## src/hdl/mnde_pkg.sv

```systemverilog
`timescale 1ns / 1ps
// ----------------------------------------------------------------------------
// mnde_pkg
// Shared constants, codes and types of the MIDI note duration extractor.
// ----------------------------------------------------------------------------
package mnde_pkg;

	localparam int TRACK_BYTES = 16384;
	localparam int ADDR_W      = $clog2(TRACK_BYTES);
	localparam int CNT_W       = ADDR_W + 1;
	// Scan positions may run a few bytes past the loaded track.
	localparam int POS_W       = ADDR_W + 2;
	localparam int DUR_W       = 32;

	localparam logic [DUR_W-1:0] DUR_MAX = {DUR_W{1'b1}};

	localparam logic       MODE_LOAD = 1'b0;
	localparam logic       MODE_REQ  = 1'b1;

	localparam logic [3:0] HI_NOTE_ON  = 4'h9;
	localparam logic [3:0] HI_NOTE_OFF = 4'h8;
	localparam logic [3:0] HI_DELTA    = 4'h0;
	localparam logic [7:0] PITCH_REST  = 8'd128;

	localparam logic [1:0] STAT_NOTE       = 2'd0;
	localparam logic [1:0] STAT_NO_MORE    = 2'd1;
	localparam logic [1:0] STAT_UNMATCHED  = 2'd2;
	localparam logic [1:0] STAT_NOT_LOADED = 2'd3;

	typedef struct packed {
		logic [7:0]       pitch;
		logic [7:0]       velocity;
		logic [DUR_W-1:0] duration;
		logic [1:0]       status;
	} mnde_res_t;

	typedef struct packed {
		logic             start;
		logic             clear;
		logic             ack;
		logic             track_ready;
		logic [CNT_W-1:0] count;
	} mnde_ctl_t;

	typedef struct packed {
		logic      idle;
		logic      done;
		mnde_res_t res;
	} mnde_sts_t;

endpackage

```

## src/hdl/mnde_walker.sv

```systemverilog
`timescale 1ns / 1ps
// ----------------------------------------------------------------------------
// mnde_walker
// Walks the track store one byte per cycle to find and time the next note.
// ----------------------------------------------------------------------------
module mnde_walker (
	input  logic                       clk,
	input  logic                       arst_n,
	input  mnde_pkg::mnde_ctl_t        ctl,
	input  logic [7:0]                 rdata,
	output logic [mnde_pkg::POS_W-1:0] raddr,
	output mnde_pkg::mnde_sts_t        sts
);

	typedef enum logic [8:0] {
		S_IDLE   = 9'b000000001,
		S_PRE    = 9'b000000010,
		S_SKIP   = 9'b000000100,
		S_NOTE_P = 9'b000001000,
		S_NOTE_V = 9'b000010000,
		S_OFF_V  = 9'b000100000,
		S_DELTA  = 9'b001000000,
		S_EVT_ST = 9'b010000000,
		S_EVT_P  = 9'b100000000
	} walk_state_t;

	localparam int POS_W = mnde_pkg::POS_W;
	localparam int DUR_W = mnde_pkg::DUR_W;

	walk_state_t st_q, st_d;
	logic        done_q, done_d;
	logic [POS_W-1:0] rpos_q;
	logic             inr_s1;
	logic [POS_W-1:0] scan_q, scan_d;
	logic             skipped_q, skipped_d;
	logic [3:0]       prev_hi_q, prev_hi_d;
	logic [7:0]       pitch_q, pitch_d;
	logic [7:0]       vel_q, vel_d;
	logic [DUR_W-1:0] sum_q, sum_d;
	logic [DUR_W-1:0] dv_q, dv_d;
	logic             dsat_q, dsat_d;
	logic             on_q, on_d;
	mnde_pkg::mnde_res_t res_q, res_d;

	logic [POS_W-1:0] end_pos, p1, p2, p3;
	logic [7:0]       b;
	logic [3:0]       hi;
	logic [DUR_W-1:0] dcont, dval, sum_new;
	logic [DUR_W:0]   sum_wide;

	// Bytes at or past the loaded length read as zero.
	assign b       = inr_s1 ? rdata : 8'h00;
	assign hi      = b[7:4];
	assign end_pos = {1'b0, ctl.count};
	assign p1      = rpos_q + POS_W'(1);
	assign p2      = rpos_q + POS_W'(2);
	assign p3      = rpos_q + POS_W'(3);

	assign dcont    = dv_q | {{(DUR_W-7){1'b0}}, b[6:0]};
	assign dval     = dsat_q ? mnde_pkg::DUR_MAX : (dv_q | {{(DUR_W-8){1'b0}}, b});
	assign sum_wide = {1'b0, sum_q} + {1'b0, dval};
	assign sum_new  = sum_wide[DUR_W] ? mnde_pkg::DUR_MAX : sum_wide[DUR_W-1:0];

	always_comb begin
		st_d      = st_q;
		done_d    = done_q;
		raddr     = rpos_q;
		scan_d    = scan_q;
		skipped_d = skipped_q;
		prev_hi_d = prev_hi_q;
		pitch_d   = pitch_q;
		vel_d     = vel_q;
		sum_d     = sum_q;
		dv_d      = dv_q;
		dsat_d    = dsat_q;
		on_d      = on_q;
		res_d     = res_q;
		unique case (st_q)
			S_IDLE: begin
				if (done_q) begin
					if (ctl.ack) begin
						done_d = 1'b0;
					end
				end else if (ctl.start) begin
					if (!ctl.track_ready) begin
						res_d  = '{8'd0, 8'd0, '0, mnde_pkg::STAT_NOT_LOADED};
						done_d = 1'b1;
					end else if (!skipped_q) begin
						raddr = '0;
						st_d  = S_PRE;
					end else begin
						raddr = scan_q;
						st_d  = S_SKIP;
					end
				end
			end
			S_PRE: begin
				// Looks for a delta byte with high nibble zero followed by a note-on.
				if (rpos_q >= end_pos) begin
					skipped_d = 1'b1;
					raddr     = end_pos;
					st_d      = S_SKIP;
				end else if (rpos_q != '0 && prev_hi_q == mnde_pkg::HI_DELTA &&
						hi == mnde_pkg::HI_NOTE_ON) begin
					skipped_d = 1'b1;
					raddr     = rpos_q;
					st_d      = S_SKIP;
				end else begin
					prev_hi_d = hi;
					raddr     = p1;
				end
			end
			S_SKIP: begin
				if (rpos_q >= end_pos) begin
					scan_d = rpos_q;
					res_d  = '{8'd0, 8'd0, '0, mnde_pkg::STAT_NO_MORE};
					done_d = 1'b1;
					st_d   = S_IDLE;
				end else if (hi == mnde_pkg::HI_NOTE_ON) begin
					raddr = p1;
					st_d  = S_NOTE_P;
				end else if (hi == mnde_pkg::HI_NOTE_OFF) begin
					raddr = p2;
					st_d  = S_OFF_V;
				end else begin
					raddr = p1;
				end
			end
			S_NOTE_P: begin
				pitch_d = b;
				raddr   = p1;
				st_d    = S_NOTE_V;
			end
			S_NOTE_V: begin
				vel_d  = b;
				scan_d = p1;
				sum_d  = '0;
				dv_d   = '0;
				dsat_d = 1'b0;
				on_d   = 1'b1;
				raddr  = p1;
				if (p1 >= end_pos) begin
					res_d  = '{pitch_q, b, '0, mnde_pkg::STAT_UNMATCHED};
					done_d = 1'b1;
					st_d   = S_IDLE;
				end else begin
					st_d = S_DELTA;
				end
			end
			S_OFF_V: begin
				vel_d  = b;
				scan_d = p1;
				dv_d   = '0;
				dsat_d = 1'b0;
				on_d   = 1'b0;
				raddr  = p1;
				st_d   = S_DELTA;
			end
			S_DELTA: begin
				raddr = p1;
				if (b[7]) begin
					dsat_d = dsat_q | (|dcont[DUR_W-1:DUR_W-7]);
					dv_d   = dcont << 7;
				end else if (!on_q) begin
					res_d  = '{mnde_pkg::PITCH_REST, vel_q, dval, mnde_pkg::STAT_NOTE};
					done_d = 1'b1;
					st_d   = S_IDLE;
				end else begin
					sum_d = sum_new;
					if (p1 < end_pos) begin
						st_d = S_EVT_ST;
					end else begin
						res_d  = '{pitch_q, vel_q, sum_new, mnde_pkg::STAT_UNMATCHED};
						done_d = 1'b1;
						st_d   = S_IDLE;
					end
				end
			end
			S_EVT_ST: begin
				if (hi == mnde_pkg::HI_NOTE_OFF) begin
					raddr = p1;
					st_d  = S_EVT_P;
				end else begin
					// Step over a three-byte event to the next delta.
					raddr  = p3;
					dv_d   = '0;
					dsat_d = 1'b0;
					if (p3 < end_pos) begin
						st_d = S_DELTA;
					end else begin
						res_d  = '{pitch_q, vel_q, sum_q, mnde_pkg::STAT_UNMATCHED};
						done_d = 1'b1;
						st_d   = S_IDLE;
					end
				end
			end
			S_EVT_P: begin
				raddr  = p2;
				dv_d   = '0;
				dsat_d = 1'b0;
				if (b == pitch_q) begin
					res_d  = '{pitch_q, vel_q, sum_q, mnde_pkg::STAT_NOTE};
					done_d = 1'b1;
					st_d   = S_IDLE;
				end else if (p2 < end_pos) begin
					st_d = S_DELTA;
				end else begin
					res_d  = '{pitch_q, vel_q, sum_q, mnde_pkg::STAT_UNMATCHED};
					done_d = 1'b1;
					st_d   = S_IDLE;
				end
			end
			default: begin
				st_d = S_IDLE;
			end
		endcase
		if (ctl.clear) begin
			scan_d    = '0;
			skipped_d = 1'b0;
		end
	end

	always_ff @(posedge clk or negedge arst_n) begin
		if (!arst_n) begin
			st_q      <= S_IDLE;
			done_q    <= 1'b0;
			scan_q    <= '0;
			skipped_q <= 1'b0;
		end else begin
			st_q      <= st_d;
			done_q    <= done_d;
			scan_q    <= scan_d;
			skipped_q <= skipped_d;
		end
	end

	always_ff @(posedge clk) begin
		rpos_q    <= raddr;
		inr_s1    <= raddr < end_pos;
		prev_hi_q <= prev_hi_d;
		pitch_q   <= pitch_d;
		vel_q     <= vel_d;
		sum_q     <= sum_d;
		dv_q      <= dv_d;
		dsat_q    <= dsat_d;
		on_q      <= on_d;
		res_q     <= res_d;
	end

	assign sts.idle = (st_q == S_IDLE) && !done_q;
	assign sts.done = done_q;
	assign sts.res  = res_q;

`ifndef ASSERT_OFF
	a_start_idle: assert property (@(posedge clk) disable iff (!arst_n)
		ctl.start |-> sts.idle)
		else $error("request started while the walker was busy");

	a_done_hold: assert property (@(posedge clk) disable iff (!arst_n)
		(done_q && !ctl.ack) |=> (done_q && $stable(res_q)))
		else $error("pending result changed before it was taken");

	a_not_loaded: assert property (@(posedge clk) disable iff (!arst_n)
		(ctl.start && !ctl.track_ready) |=>
		(done_q && res_q.status == mnde_pkg::STAT_NOT_LOADED))
		else $error("request on an incomplete track did not report not loaded");

	a_walk_quiet: assert property (@(posedge clk) disable iff (!arst_n)
		(st_q != S_IDLE) |-> (!done_q && !ctl.clear))
		else $error("walk overlapped a pending result or a track reload");
`endif

endmodule

```

## config.mk

```make
export PLATFORM = sky130hd
export DESIGN_NAME = mnde_walker
export DESIGN_NICKNAME = d
export VERILOG_FILES = /design/src/hdl/mnde_pkg.sv /design/src/hdl/mnde_walker.sv
export SDC_FILE = /design/constraint.sdc
export NUM_CORES = 1
export LEC_CHECK = 0
export BUFFER_PORTS_ARGS = -buffer_cell sky130_fd_sc_hd__buf_4
export CAP_MARGIN = 20
export CORE_MARGIN = 2
export CORE_UTILIZATION = 30
export CTS_CLUSTER_SIZE = 40
export DETAILED_ROUTE_END_ITERATION = 7
export GPL_TIMING_DRIVEN = 0
export PLACE_DENSITY = 0.46
export SETUP_SLACK_MARGIN = 0.3
export SLEW_MARGIN = 15
export SYNTH_ARGS = -nofsm -noshare
export SYNTH_HDL_FRONTEND = slang
export SYNTH_SLANG_ARGS = --single-unit
```

## constraint.sdc

```tcl
create_clock -name clk -period 7.2 [get_ports clk]
set_input_delay 2.16 -clock clk [delete_from_list [all_inputs] [get_ports clk]]
set_output_delay 2.16 -clock clk [all_outputs]
set_load 0.05 [all_outputs]
```

Yosys cells after proc, flatten, opt, wreduce, memory -nomap -nowiden

Cells that the tools add are included.

Logic and storage cells: 161
Register bits after elaboration: 180
Output and inout bits: 68

$lt $le $gt $ge: 6
Add/sub/neg operators: 4
Bitwise logic cells: 5
Mux-type cells: 76
Reductions and logical operators: 25
Eq/ne operators: 28

Operator list:

| operator                                      | number |
|---|---|
| 2-to-1 mux 50 bit                             | 12 |
| one-hot mux 50 bit (6 select lines)           | 1 |
| 2-to-1 mux 16 bit                             | 12 |
| 2-to-1 mux 32 bit                             | 6 |
| one-hot mux 16 bit (6 select lines)           | 1 |
| one-hot mux 32 bit (3 select lines)           | 1 |
| 2-to-1 mux 9 bit                              | 10 |
| one-hot mux 9 bit (9 select lines)            | 1 |
| less-than comparator 16 x 15 -> 1 bit         | 4 |
| one-hot mux 32 bit (2 select lines)           | 1 |
| adder 32 x 32 -> 33 bit                       | 1 |
| adder 16 x 2 -> 16 bit, second input constant | 2 |
| greater-or-equal comparator 16 x 15 -> 1 bit  | 2 |
| OR 32 x 7 -> 32 bit                           | 1 |
| OR 32 x 8 -> 32 bit                           | 1 |
| one-hot mux 16 bit (2 select lines)           | 1 |
| 2-to-1 mux 7 bit                              | 4 |
| 2-to-1 mux 8 bit                              | 3 |
| inequality test 2 bit, second input constant  | 11 |
| 2-to-1 mux 1 bit                              | 19 |
| adder 16 x 1 -> 16 bit, second input constant | 1 |
| nonzero test 16 bit                           | 1 |
| inequality test 3 bit, second input constant  | 4 |
| AND reduction 11 bit                          | 1 |
| 32 further kinds                              | 43 |

Logic depth before layout (Yosys ltp)

Gate-level depths: netlist of run 1.

Word-level depth: 9
Gate-level depth with buffers: 20

Least setup slack after synthesis of run 1

Ideal clock, no wire load.

Kind: input to output
Start: in ctl[9] (netlist name)
End: out raddr[8] (netlist name)
Buffers on the path: 2
Path slack: -0.172 ns
Cell stages on the path: 10
Data arrival time: 5.212 ns
Cell sequence: inv_1 > ha_1 > a21oi_1 > o211ai_1 > a211oi_1 > o31a_1 > clkbuf_1 > clkbuf_1 > a2111oi_0 > a211oi_1

Longest elaborated chain between the ends: 3
Elaborated cells between the ends (all ways): 4

RTL lines:

| item                                             | RTL line                              | source |
|---|---|---|
| start, declared                                  | mnde_walker.sv:9                      | `input mnde_pkg::mnde_ctl_t ctl,` |
| greater-or-equal comparator 16 x 15 -> 1 bit (*) | mnde_walker.sv:99, mnde_walker.sv:114 |  |
| 2-to-1 mux 16 bit, on equally long branches      | mnde_walker.sv:114, mnde_walker.sv:99 |  |
| one-hot mux 16 bit (6 select lines) (*)          | mnde_walker.sv:78                     | `unique case (st_q)` |
| end, declared                                    | mnde_walker.sv:11                     | `output logic [mnde_pkg::POS_W-1:0] raddr,` |

Mark *: on every way between the ends. The rest lies on a longest branch, timed or not.

Final worst setup path of run 1

Start: in ctl[1] (netlist name)
End: out raddr[8] (netlist name)

Same word-level chain as after synthesis.

==> results by group, run 1 <==
Flow run
  – Max-cap check violation count: 0

CTS
  – CTS tree: yes
  – Clk slew on worst S/H paths: 80 ps
  – Cts-stage hold buffer count: 0
  – Root buffer cell: clkbuf_16
  – CTS H-tree depth: 4
  – Clk Latency, worst-skew pair: a little under 500 ps
  – CTS buffer count: 17
  – Clk sink count: 173
  – Clk buf depth: 2

Pwr
  – P_int: 0.00324 W
  – Switching share of total power: 50.6%
  – Comb pwr share: 63.7%
  – Static Leakage: 6.83 nW
  – Peak VDD IR: roughly 0.45 mV
  – Sw Pwr: 0.00331 W
  – Clock Power Share: between 10 and 15%
  – PwrDens: 391 mW/mm²
  – Sequential Power Share: 22.5%
  – Final total power: 0.00655 W

Global route
  – GRT Total Usage: 23.6%
  – Grt total ovfl: 0
  – Number of global-route vias before repair: between 10000 and 15000
  – Initial antenna violation count: 0
  – M2 GR Usage: roughly 36%
  – First-pass GRT wire length: 81.4 mm
  – GRT met3 Usage: 3.91%
  – GRT Max-Usage Layer: met2
  – Largest net degree at the start of global routing: 29
  – Met1 Use GR: around a third

Logic synthesis
  – Dominant synthesized flop cell: edfxtp_1
  – Sequential element share of the synthesized area: 36.5%
  – Mapped Cells: around 1500
  – Post-Syn Area: 0.0134 mm²
  – Post-synth net total: approximately 1700
  – Syn. warnings: 0
  – Post-synth EDFFs: 129
  – FF+latch count, synth: 173
  – Yosys cell types: 79
  – Asr flop ratio synth: 15.6%
  – Syn Area/Cell: slightly below 9 µm²

Timing
  – Worst slew pin tran: 1130 ps
  – RSZ-0062 raised after global routing: true
  – Hold Vio Cnt, Final: 0
  – Max Clock Freq: 0.143 GHz
  – Final Cycle Share: 97.2%
  – Fin crit period: approximately 7000 ps
  – Hold_ws: 528 ps
  – Final Skew: 17.0 ps
  – Final Setup Violations: 0
  – Worst rel slew slack: 24.7%
  – Setup ws final: 199 ps
  – Count of pins over their slew limit: 0

Final layout
  – FF+latch area: 0.00489 mm²
  – Fin util: 37.9%
  – Nets: approximately 1800
  – Layout cell share with drive strength beyond 1: around 20%
  – Area delta synth->final: 24.9%
  – Area of the multi-input gates: 0.00849 mm²
  – Layout filler cell count: 4686
  – Antenna fix cells: 0

Placed design
  – Post-Place Setup Slack: -1520 ps
  – Hpwl dp: 40.7 mm
  – IO buf count: 95
  – Final weighted congestion in routability-driven placement: 0.921

Route
  – Final wirelength: about 55 mm
  – Vias/cell: 5.66
  – Iter 0 DRT Violations: between 1000 and 1500
  – Via count: 13100
  – DRC errors left: 0
  – DRT antenna net count: 0
  – Routed length per instance: 23.7 µm
  – Pre-Repair DR Iteration Count: 6

Worst setup path
  – CP delay by family, top: compound AO/OA/AOI/OAI gates
  – WP data required: 5040 ps
  – Setup CP Type: input port to primary output
  – Worst R2R Path Depth: 17
  – CP bufs+invs: 6
  – Crit end category: primary output
  – Crit Reg-Reg Startpoint: rpos_q[1]$_DFF_P_
  – Crit Path Max Fanout: 8
  – Reg-to-reg slack, setup: 970 ps
  – Startpoint Class: input port
  – Slowest cell on the critical path: a211oi_2
  – WP data arrival: 4840 ps
  – Max incr delay on CP: 400 ps
  – Crit-path cells: buf_4 > clkinvlp_4 > ha_4 > nand2b_1 > o21ai_2 > a211oi_2 > buf_4 > o31a_1 > clkbuf_16 > clkbuf_16 > a211oi_4 > nor3_2 > a211oi_2 > buf_6
  – R2R Path End: sts[16]$_DFFE_PP_

Die
  – IO Pins: 97
  – Core footprint: 0.0441 mm²
  – Die Ht: 215 µm
  – Die area: 0.0464 mm²
  – Initial core utilization: 30.4%
  – Die W: approximately 220 µm
  – Row count: between 70 and 80

Outcome
  – Status: completed

Worst hold path
  – Worst hold path class: register to register
  – Hold path start: scan_q[11]$_DFFE_PN0P_
  – Hold depth: 2
  – Worst hold endpoint: scan_q[11]$_DFFE_PN0P_
-- cells by family after synthesis --
| kind of cell | count (synthesis) | synth area share, % |
|---|---|---|
| AND/OR/NAND/NOR | 524 | 19.7 |
| AO/OA/AOI/OAI | 484 | 23.1 |
| flip-flops | 173 | 36.5 |
| buffers and inverters | 139 | 4.00 |
| adder cells (fa/ha/maj) | 109 | 10.2 |
| XOR/XNOR | 85 | 5.56 |
| multiplexers | 12 | 0.906 |
-- cells in the mapped netlist, types with 28 or more instances --
library cell  count  share of area, %
a21oi_1         143               5.3
nor2_1          130               3.6
edfxtp_1        129                29
nand2_1         128               3.6
ha_1            108                10
o21ai_0         101               3.8
clkbuf_1         72               2.0
inv_1            44               1.2
a21o_1           43               2.4
xor2_1           43               2.8
xnor2_1          42               2.7
nand3_1          41               1.5
and3_1           35               1.6
a31oi_1          31               1.4
or2_2            31               1.4
nor3_1           28               1.0
-- power by group through the flow --
stage	registers, W	clock network, W	logic [W]
6_report	0.00147	0.000904	0.00417
5_1_grt	0.00150	0.000968	0.00441
2_1_floorplan	0.00197	0	0.00182
3_3_place_gp	0.00151	0	0.00344
3_5_place_dp	0.00149	0	0.00348
4_1_cts	0.00147	0.000929	0.00389
-- worst max path at each step --
stage,slack (ps),from,depth (start not counted),end
floorplan,260,ctl[9],12,raddr[2]
global placement,-1740,rpos_q[1]$_DFF_P_,14,sts[18]$_DFFE_PP_
detailed placement,-1520,ctl[9],14,raddr[2]
CTS,120,ctl[11],14,raddr[8]
global route,90,ctl[4],15,raddr[2]
finish,200,ctl[1],14,raddr[8]
-- placed cells by master, fill, tap and decap left out, types with 17 or more instances in the layout --
cell type    n
nor3_1      23
nand2_1    124
clkbuf_1    62
and3_1      34
a21o_1      43
buf_4      142
a31oi_1     28
or2_2       31
nand2b_1    21
xnor2_1     42
nor2_1     121
clkbuf_16   20
nand4_1     17
edfxtp_1   129
dfxtp_1     17
a21oi_1    131
inv_1       33
ha_1        98
o21ai_0     92
o211ai_1    19
dfrtp_1     26
xor2_1      43
nand3_1     41
-- metal layers --
metal | part of all wire, % | vias up
li1 | - | 6082
met1 | 47 | 6408
met2 | 44 | 516
met3 | 6.5 | 94
met4 | 3.0 | 0
met5 | 0 | -
-- worst reg2reg max path, cell delays in order (launching register included) --
cell and delay, ps:
dfxtp_1 580, ha_1 230, buf_2 240, nand2_1 280
nor3_1 890, nand2_1 310, xnor2_1 470, ha_1 230
nand4_1 180, or2_2 380, a211o_1 290, nand4_1 230
o31ai_1 120, or4_1 560, nand2b_1 340, nor2_4 200
buf_12 150, buf_12 190
-- repair_timing --
item	CTS	global route
pin swaps	24	26
setup endpoints to repair	17	66
cloned	1	2
setup buffers	33	28
hold endpoints to repair	0	0
gates resized for setup	105	46
-- flip-flops by register name, summed over array words and instances (netlist names) --
register / cells
sts: 50
sum_q: 32
dv_q: 25
rpos_q: 16
scan_q: 16
st_q: 9
pitch_q: 8
vel_q: 8
prev_hi_q: 4
done_q: 1
dsat_q: 1
inr_s1: 1
on_q: 1
skipped_q: 1
-- final cells by class --
cell class                      count  area share, %
Inverter                           45           1.23
Buffer                             94           2.74
Timing Repair Buffer              163           8.38
Sequential cell                   173           29.2
Tap cell                          592           4.43
Clock buffer                       20           2.67
Clock inverter                     12          0.538
Multi-Input combinational cell   1215           50.8
-- stage by stage --
stage / instances / instance area (µm²) / TNS (ps)
final: 2314 / 16700 / 0
after global routing: 2314 / 16700 / 0
after CTS: 2284 / 16300 / 0
after detailed placement: 2218 / 15100 / -17280
after global placement: 2213 / 14900 / -115410
after floorplan: 1526 / 13500 / 0
No activity file was read; power rests on OpenSTA's default activity.
==> run 2: changes to the inputs <==
--- a/config.mk
+++ b/config.mk
@@ -5,6 +5,7 @@
 export SDC_FILE = /design/constraint.sdc
 export NUM_CORES = 1
 export LEC_CHECK = 0
+export ABC_AREA = 1
 export BUFFER_PORTS_ARGS = -buffer_cell sky130_fd_sc_hd__buf_4
 export CAP_MARGIN = 20
 export CORE_MARGIN = 2
@@ -14,6 +15,7 @@
 export GPL_TIMING_DRIVEN = 0
 export PLACE_DENSITY = 0.46
 export SETUP_SLACK_MARGIN = 0.3
+export SKIP_LAST_GASP = 1
 export SLEW_MARGIN = 15
 export SYNTH_ARGS = -nofsm -noshare
 export SYNTH_HDL_FRONTEND = slang
==> constraint.sdc (replaced) <==
create_clock -name clk -period 7.6 [get_ports clk]
set_input_delay 2.28 -clock clk [delete_from_list [all_inputs] [get_ports clk]]
set_output_delay 2.28 -clock clk [all_outputs]
set_load 0.05 [all_outputs]
==> results by group, run 2 <==
Outcome
  – Status: completed

Die
  – Die area: 0.0456 mm² (-1.6%)
  – Core footprint: 0.0432 mm² (-2.2%)
  – Die Ht: 214 µm (-0.82%)
  – Die W: 214 µm (-0.82%)
  – Initial core utilization: 30.5% (+0.15 points)
  – IO Pins: 97 (unchanged)
  – Row count: 76 (-1.3%)

Route
  – Final wirelength: 52.8 mm (-3.8%)
  – Via count: 12600 (-4.0%)
  – DRT antenna net count: 0 (unchanged)
  – Iter 0 DRT Violations: 955 (-28%)
  – Vias/cell: 5.14 (-9.1%)
  – Pre-Repair DR Iteration Count: 6 (unchanged)
  – DRC errors left: 0 (unchanged)
  – Routed length per instance: 21.6 µm (-9.0%)

Worst setup path
  – Startpoint Class: input port
  – Worst R2R Path Depth: 18 (+1)
  – WP data required: 5320 ps (+280 ps)
  – Setup CP Type: input port to primary output
  – WP data arrival: 4920 ps (+80 ps)
  – Crit Path Max Fanout: 10 (+2)
  – Crit end category: primary output

Timing
  – Fin crit period: 7200 ps
  – Final Skew: 19.9 ps (+2.92 ps)
  – Final Cycle Share: a little over nine tenths
  – Max Clock Freq: 0.139 GHz
  – Hold Vio Cnt, Final: 0 (unchanged)
  – Final Setup Violations: 0 (unchanged)
  – Hold_ws: 507 ps (-20.4 ps)
  – RSZ-0062 raised after global routing: false
  – Count of pins over their slew limit: 0 (unchanged)
  – Worst slew pin tran: 1030 ps (-98.8 ps)
  – Worst rel slew slack: 31.2% (+6.5 points)

CTS
  – Clk buf depth: 2 (unchanged)
  – Clk sink count: 173 (unchanged)
  – CTS buffer count: 17 (unchanged)
  – CTS H-tree depth: 4 (unchanged)
  – Root buffer cell: clkbuf_16
  – CTS tree: yes
  – Clk Latency, worst-skew pair: 500 ps (about the same)
  – Clk slew on worst S/H paths: 60 ps (-20 ps)

Logic synthesis
  – Mapped Cells: 1697 (+11%)
  – Area contributors post-synth: edfxtp_1, ha_1, nand2_1
  – Asr flop ratio synth: 15.6% (unchanged)
  – FF+latch count, synth: 173 (unchanged)
  – Post-synth net total: 1835 (+10%)
  – Syn Area/Cell: 7.76 µm² (-12%)
  – Sequential element share of the synthesized area: 37.1% (+0.62 points)
  – Syn. warnings: 0 (unchanged)
  – Yosys cell types: 62 (-22%)
  – Largest area contributor in the netlist: edfxtp_1
  – Post-synth EDFFs: 129 (unchanged)
  – Share of the synthesized area in the top cell type: 29.4% (+0.49 points)
  – Dominant synthesized flop cell: edfxtp_1
  – Count leader, synth: nand2_1
  – Post-Syn Area: 0.0132 mm² (-1.7%)
  – Most instantiated cells after synthesis: nand2_1, inv_1, nor2_1

Placed design
  – Hpwl dp: 41.3 mm (+1.5%)
  – Final weighted congestion in routability-driven placement: 0.971 (+5.4%)
  – IO buf count: 96 (+1.1%)

Final layout
  – Most frequent cells in the layout: nand2_1, inv_1, nor2_1
  – Max reg flops: 50 (unchanged)
  – Commonest non-fill, non-tap cell in the layout: nand2_1
  – Area delta synth->final: 19.3%
  – Nets: 1985 (+7.5%)
  – Antenna fix cells: 0 (unchanged)
  – Layout cell share with drive strength beyond 1: 14.0% (-5.8 points)
  – Fin util: 36.4% (-1.5 points)

Global route
  – Initial antenna violation count: 0 (unchanged)
  – First-pass GRT wire length: 78.5 mm (-3.6%)
  – Number of global-route vias before repair: 12400 (-0.37%)
  – Largest net degree at the start of global routing: 28 (-3.4%)
  – Grt total ovfl: 0 (unchanged)
  – GRT Total Usage: 23.8% (+0.18 points)

Worst hold path
  – Hold depth: 2 (unchanged)
  – Worst hold path class: register to register

Pwr
  – Static Leakage: 7.04 nW (+3.1%)
  – PwrDens: 410 mW/mm² (+4.6%)
  – Peak VDD IR: 0.426 mV (-4.6%)

Flow run
  – Max-cap check violation count: 0 (unchanged)
run 2: worst paths after layout:
| path | to | slack [ps] | startpoint |
|---|---|---|---|
| setup reg to reg | sts[31]$_DFFE_PP_ | 2580 | rpos_q[0]$_DFF_P_ |
| hold reg to reg | st_q[0]$_DFFE_PN1P_ | 510 | st_q[0]$_DFFE_PN1P_ |
| hold / removal | st_q[0]$_DFFE_PN1P_ | 510 | st_q[0]$_DFFE_PN1P_ |
| max in group asynchronous | st_q[0]$_DFFE_PN1P_ | 5570 | arst_n |
| setup / recovery | raddr[1] | 400 | ctl[1] |
| min in group asynchronous | scan_q[6]$_DFFE_PN0P_ | 1690 | arst_n |
run 2: final cells by class:
| cell class | count | area [µm²] |
|---|---|---|
| Fill cell | 4652 | 27500 |
| Tap cell | 585 | 732 |
| Clock inverter | 14 | 168 |
| Buffer | 52 | 241 |
| Clock buffer | 18 | 429 |
| Sequential cell | 173 | 4890 |
| Timing Repair Buffer | 131 | 1040 |
| Multi-Input combinational cell | 1231 | 7260 |
| Inverter | 241 | 951 |
run 2: per-stage QoR:
step / std cells / total power (W) / setup WS, ps / area, µm² / TNS (ps)
finish: 2445 / 0.00644 / 399 / 15700 / 0
global route: 2445 / 0.00681 / 296 / 15700 / 0
CTS: 2425 / 0.00642 / 324 / 15500 / 0
detailed placement: 2381 / 0.00532 / -685 / 14700 / -5040
global placement: 2378 / 0.00525 / -844 / 14600 / -6120
floorplan: 1697 / 0.00395 / 550 / 13200 / 0
run 2: worst max-delay path, stage by stage:
cell	delay, ps
buf_4	110
clkinvlp_4	140
ha_1	350
o21bai_1	170
nand2_1	70
nand2_1	110
nand2_1	70
nand2_1	140
nand2_4	130
nand2_8	130
inv_2	80
clkbuf_2	240
a21oi_1	210
a31oi_1	70
a32oi_1	350
buf_4	270
run 2: timing repair:
| action | in CTS | in global routing |
|---|---|---|
| setup endpoints to repair | 15 | 13 |
| hold buffers | 0 | 0 |
| gates resized for setup | 24 | 20 |
| pin swaps | 7 | 2 |
| buffers inserted | 12 | 20 |
run 2: cell families after synthesis:
family	after synthesis	synth area share (%)
buffers and inverters	293	8.67
AOI/OAI and AO/OA	386	17.6
xor gates and xnor gates	61	4.11
DFF	173	37.1
adders and majority gates	109	10.4
and+or+nand+nor	675	22.1
run 2: per-layer routing:
metal / GRT usage (%) / vias up / share of wire [%]
met3: 4.06 / 120 / 4.9
met1: 30.8 / 5951 / 45
met2: 38.7 / 423 / 46
met4: 11.1 / 0 / 4.0
met5: 0 / - / 0
li1: - / 6082 / -
run 2: where the power goes:
group	switching [W]	leakage, nW	internal (W)
logic	0.00286	5.02	0.00118
registers	0.000146	1.75	0.00132
clock network	0.000422	0.273	0.000515
total	0.00342	7.04	0.00301
==> run 3: changes to the inputs <==
--- a/config.mk
+++ b/config.mk
@@ -7,13 +7,14 @@
 export LEC_CHECK = 0
 export ABC_AREA = 1
 export BUFFER_PORTS_ARGS = -buffer_cell sky130_fd_sc_hd__buf_4
-export CAP_MARGIN = 20
+export CAP_MARGIN = 40
 export CORE_MARGIN = 2
 export CORE_UTILIZATION = 30
 export CTS_CLUSTER_SIZE = 40
 export DETAILED_ROUTE_END_ITERATION = 7
 export GPL_TIMING_DRIVEN = 0
 export PLACE_DENSITY = 0.46
+export REMOVE_ABC_BUFFERS = 1
 export SETUP_SLACK_MARGIN = 0.3
 export SKIP_LAST_GASP = 1
 export SLEW_MARGIN = 15
==> constraint.sdc (replaced) <==
create_clock -name clk -period 7.6 [get_ports clk]
set_input_delay 0.38 -clock clk [delete_from_list [all_inputs] [get_ports clk]]
set_output_delay 0.38 -clock clk [all_outputs]
set_load 0.05 [all_outputs]
==> results by group, run 3 (same netlist as run 2, synthesis figures left out) <==
Timing
  – Worst slew pin tran: 933 ps (-97.3 ps)
  – Worst rel slew slack: 37.6% (+6.4 points)
  – Final Skew: 13.8 ps (-6.17 ps)
  – Final Cycle Share: 70.7% (-24 points)
  – Setup ws final: 2230 ps (+1830 ps)
  – Fin crit period: 5370 ps (-1830 ps)
  – Count of pins over their slew limit: 0 (unchanged)
  – Hold Vio Cnt, Final: 0 (unchanged)
  – Final Setup Violations: 0 (unchanged)
  – Hold_ws: 252 ps (-255 ps)
  – RSZ-0062 raised after global routing: false
  – Max Clock Freq: 0.186 GHz (+34%)

Final layout
  – Layout cell share with drive strength beyond 1: 11.3% (-2.6 points)
  – Layout filler cell count: 4587 (-1.4%)
  – Antenna fix cells: 0 (unchanged)
  – Nets: 1915 (-3.5%)
  – Max reg flops: 50 (unchanged)
  – Area delta synth->final: 16.5%
  – Commonest non-fill, non-tap cell in the layout: nand2_1
  – Most frequent cells in the layout: nand2_1, inv_1, nor2_1

Route
  – Pre-Repair DR Iteration Count: 6 (unchanged)
  – Via count: 12300 (-2.6%)
  – Iter 0 DRT Violations: 988 (+3.5%)
  – DRC errors left: 0 (unchanged)
  – DRT antenna net count: 0 (unchanged)
  – Final wirelength: 46.7 mm (-12%)
  – Vias/cell: 5.16 (+0.35%)
  – Routed length per instance: 19.7 µm (-8.9%)

Global route
  – Initial antenna violation count: 0 (unchanged)
  – Largest net degree at the start of global routing: 34 (+21%)
  – GRT Max-Usage Layer: met2
  – M2 GR Usage: 34.5% (-4.2 points)
  – Grt total ovfl: 0 (unchanged)
  – First-pass GRT wire length: 71.0 mm (-9.5%)
  – GRT met3 Usage: 4.16% (+0.10 points)
  – GRT Total Usage: 21.0% (-2.8 points)
  – Number of global-route vias before repair: 11800 (-4.7%)
  – Met1 Use GR: 27.8% (-3.0 points)

Pwr
  – Comb pwr share: 58.9% (-3.7 points)
  – Sequential Power Share: 25.1% (+2.3 points)
  – PwrDens: 398 mW/mm² (-2.8%)
  – Switching share of total power: 52.5% (-0.74 points)
  – P_int: 0.00290 W (-3.6%)
  – Peak VDD IR: 0.413 mV (-3.0%)
  – Static Leakage: 6.92 nW (-1.7%)
  – Clock Power Share: 15.9% (+1.3 points)
  – Sw Pwr: 0.00320 W (-6.4%)

Die
  – Die area: 0.0456 mm² (unchanged)
  – Die W: 214 µm (unchanged)
  – Die Ht: 214 µm (unchanged)
  – Initial core utilization: 30.5% (unchanged)
  – Row count: 76 (unchanged)
  – Core footprint: 0.0432 mm² (unchanged)
  – IO Pins: 97 (unchanged)

CTS
  – Clk buf depth: 2 (unchanged)
  – Post-cts resize count: 0 (-100%)
  – Clk Latency, worst-skew pair: 490 ps (about the same)
  – Root buffer cell: clkbuf_16
  – CTS H-tree depth: 4 (unchanged)
  – CTS buffer count: 17 (unchanged)
  – CTS tree: yes
  – Cts-stage hold buffer count: 1 (+1)
  – Clk sink count: 173 (unchanged)
  – Clk slew on worst S/H paths: 70 ps (about the same)
  – Post-CTS Setup Inserts: 0 (-12)

Flow run
  – Max-cap check violation count: 0 (unchanged)

Placed design
  – IO buf count: 96 (unchanged)
  – Final weighted congestion in routability-driven placement: 0.947 (-2.5%)
  – Hpwl dp: 35.7 mm (-14%)
  – Post-Place Setup Slack: 2570 ps (+3260 ps)

Worst setup path
  – WP data arrival: 4990 ps (+70 ps)
  – Setup CP Type: register to primary output
  – Startpoint Class: register
  – Reg-to-reg slack, setup: 2380 ps (-200 ps)
  – Critical Path Start: rpos_q[0]$_DFF_P_
  – R2R Path End: inr_s1$_DFF_P_
  – WP data required: 7220 ps (+1900 ps)
  – Crit end category: primary output
  – Critical Path End: raddr[9]
  – Crit Path Max Fanout: 23 (+13)
  – Crit Reg-Reg Startpoint: rpos_q[0]$_DFF_P_
  – Worst R2R Path Depth: 21 (+3)

Worst hold path
  – Worst hold path class: input port to register

Outcome
  – Status: completed
## run 3: changes by cell type in the layout (fill, tap and decap cells not counted), sizes merged
cell         previous run  this run
buf                   150       112
bufinv                  3         4
clkbuf                 51        17
clkinv                  7         8
clkinvlp               16         1
dlygate4sd3             0         1
inv                   229       242
## run 3: cell type report
cell class	instances	area, µm²	share of cell area, %
Multi-Input combinational cell	1231	7190	46.8
Tap cell	585	732	4.77
Inverter	241	910	5.93
Sequential cell	173	4890	31.9
Clock inverter	14	209	1.36
Clock buffer	17	425	2.77
Timing Repair Buffer	113	997	6.50
## run 3: stage by stage
step	util (%)	area (µm²)	std cells	TNS (ps)	total power [W]
after global routing	35.6	15300	2374	0	0.00648
after CTS	35.6	15300	2374	0	0.00611
after global placement	33.3	14400	2326	-8290	0.00501
after detailed placement	34.1	14700	2342	0	0.00512
after floorplan	-	12900	1645	0	0.00388
final	35.6	15300	2374	0	0.00611
## run 3: how the worst min path moves through the flow
| stage | startpoint | to | cells past startpoint |
|---|---|---|---|
| floorplan | arst_n | done_q$_DFFE_PN0P_ | 0 |
| global placement | arst_n | scan_q[5]$_DFFE_PN0P_ | 1 |
| detailed placement | arst_n | scan_q[5]$_DFFE_PN0P_ | 1 |
| CTS | ctl[17] | skipped_q$_DFFE_PN0P_ | 2 |
| global route | ctl[17] | skipped_q$_DFFE_PN0P_ | 2 |
| finish | ctl[17] | skipped_q$_DFFE_PN0P_ | 2 |
## run 3: power by group through the flow
stage	sequential (W)	clock, W	combinational, W
floorplan	0.00198	0	0.00191
global placement	0.00157	0	0.00343
detailed placement	0.00155	0	0.00357
CTS	0.00153	0.00100	0.00358
global route	0.00156	0.00104	0.00389
finish	0.00153	0.000974	0.00360
## run 3: layer usage
layer  vias to the layer above  share of wire (%)
met5                         -                  0
met4                         0                2.4
met3                        71                6.3
met2                       427                 47
met1                      5821                 45
li1                       5935                  -
## run 3: critical path: stages, from the launching register on
cell      delay [ps]
dfxtp_1          660
clkinv_1         520
ha_1             450
inv_1             60
nor2_1            40
nand2_1           60
nor2_1            40
nor2_1            80
nand2_1          120
nand2_1          160
nand2_2          280
inv_1            760
o21ai_0          190
a21oi_1          150
o21ai_0           90
a32oi_1          530
buf_4            310
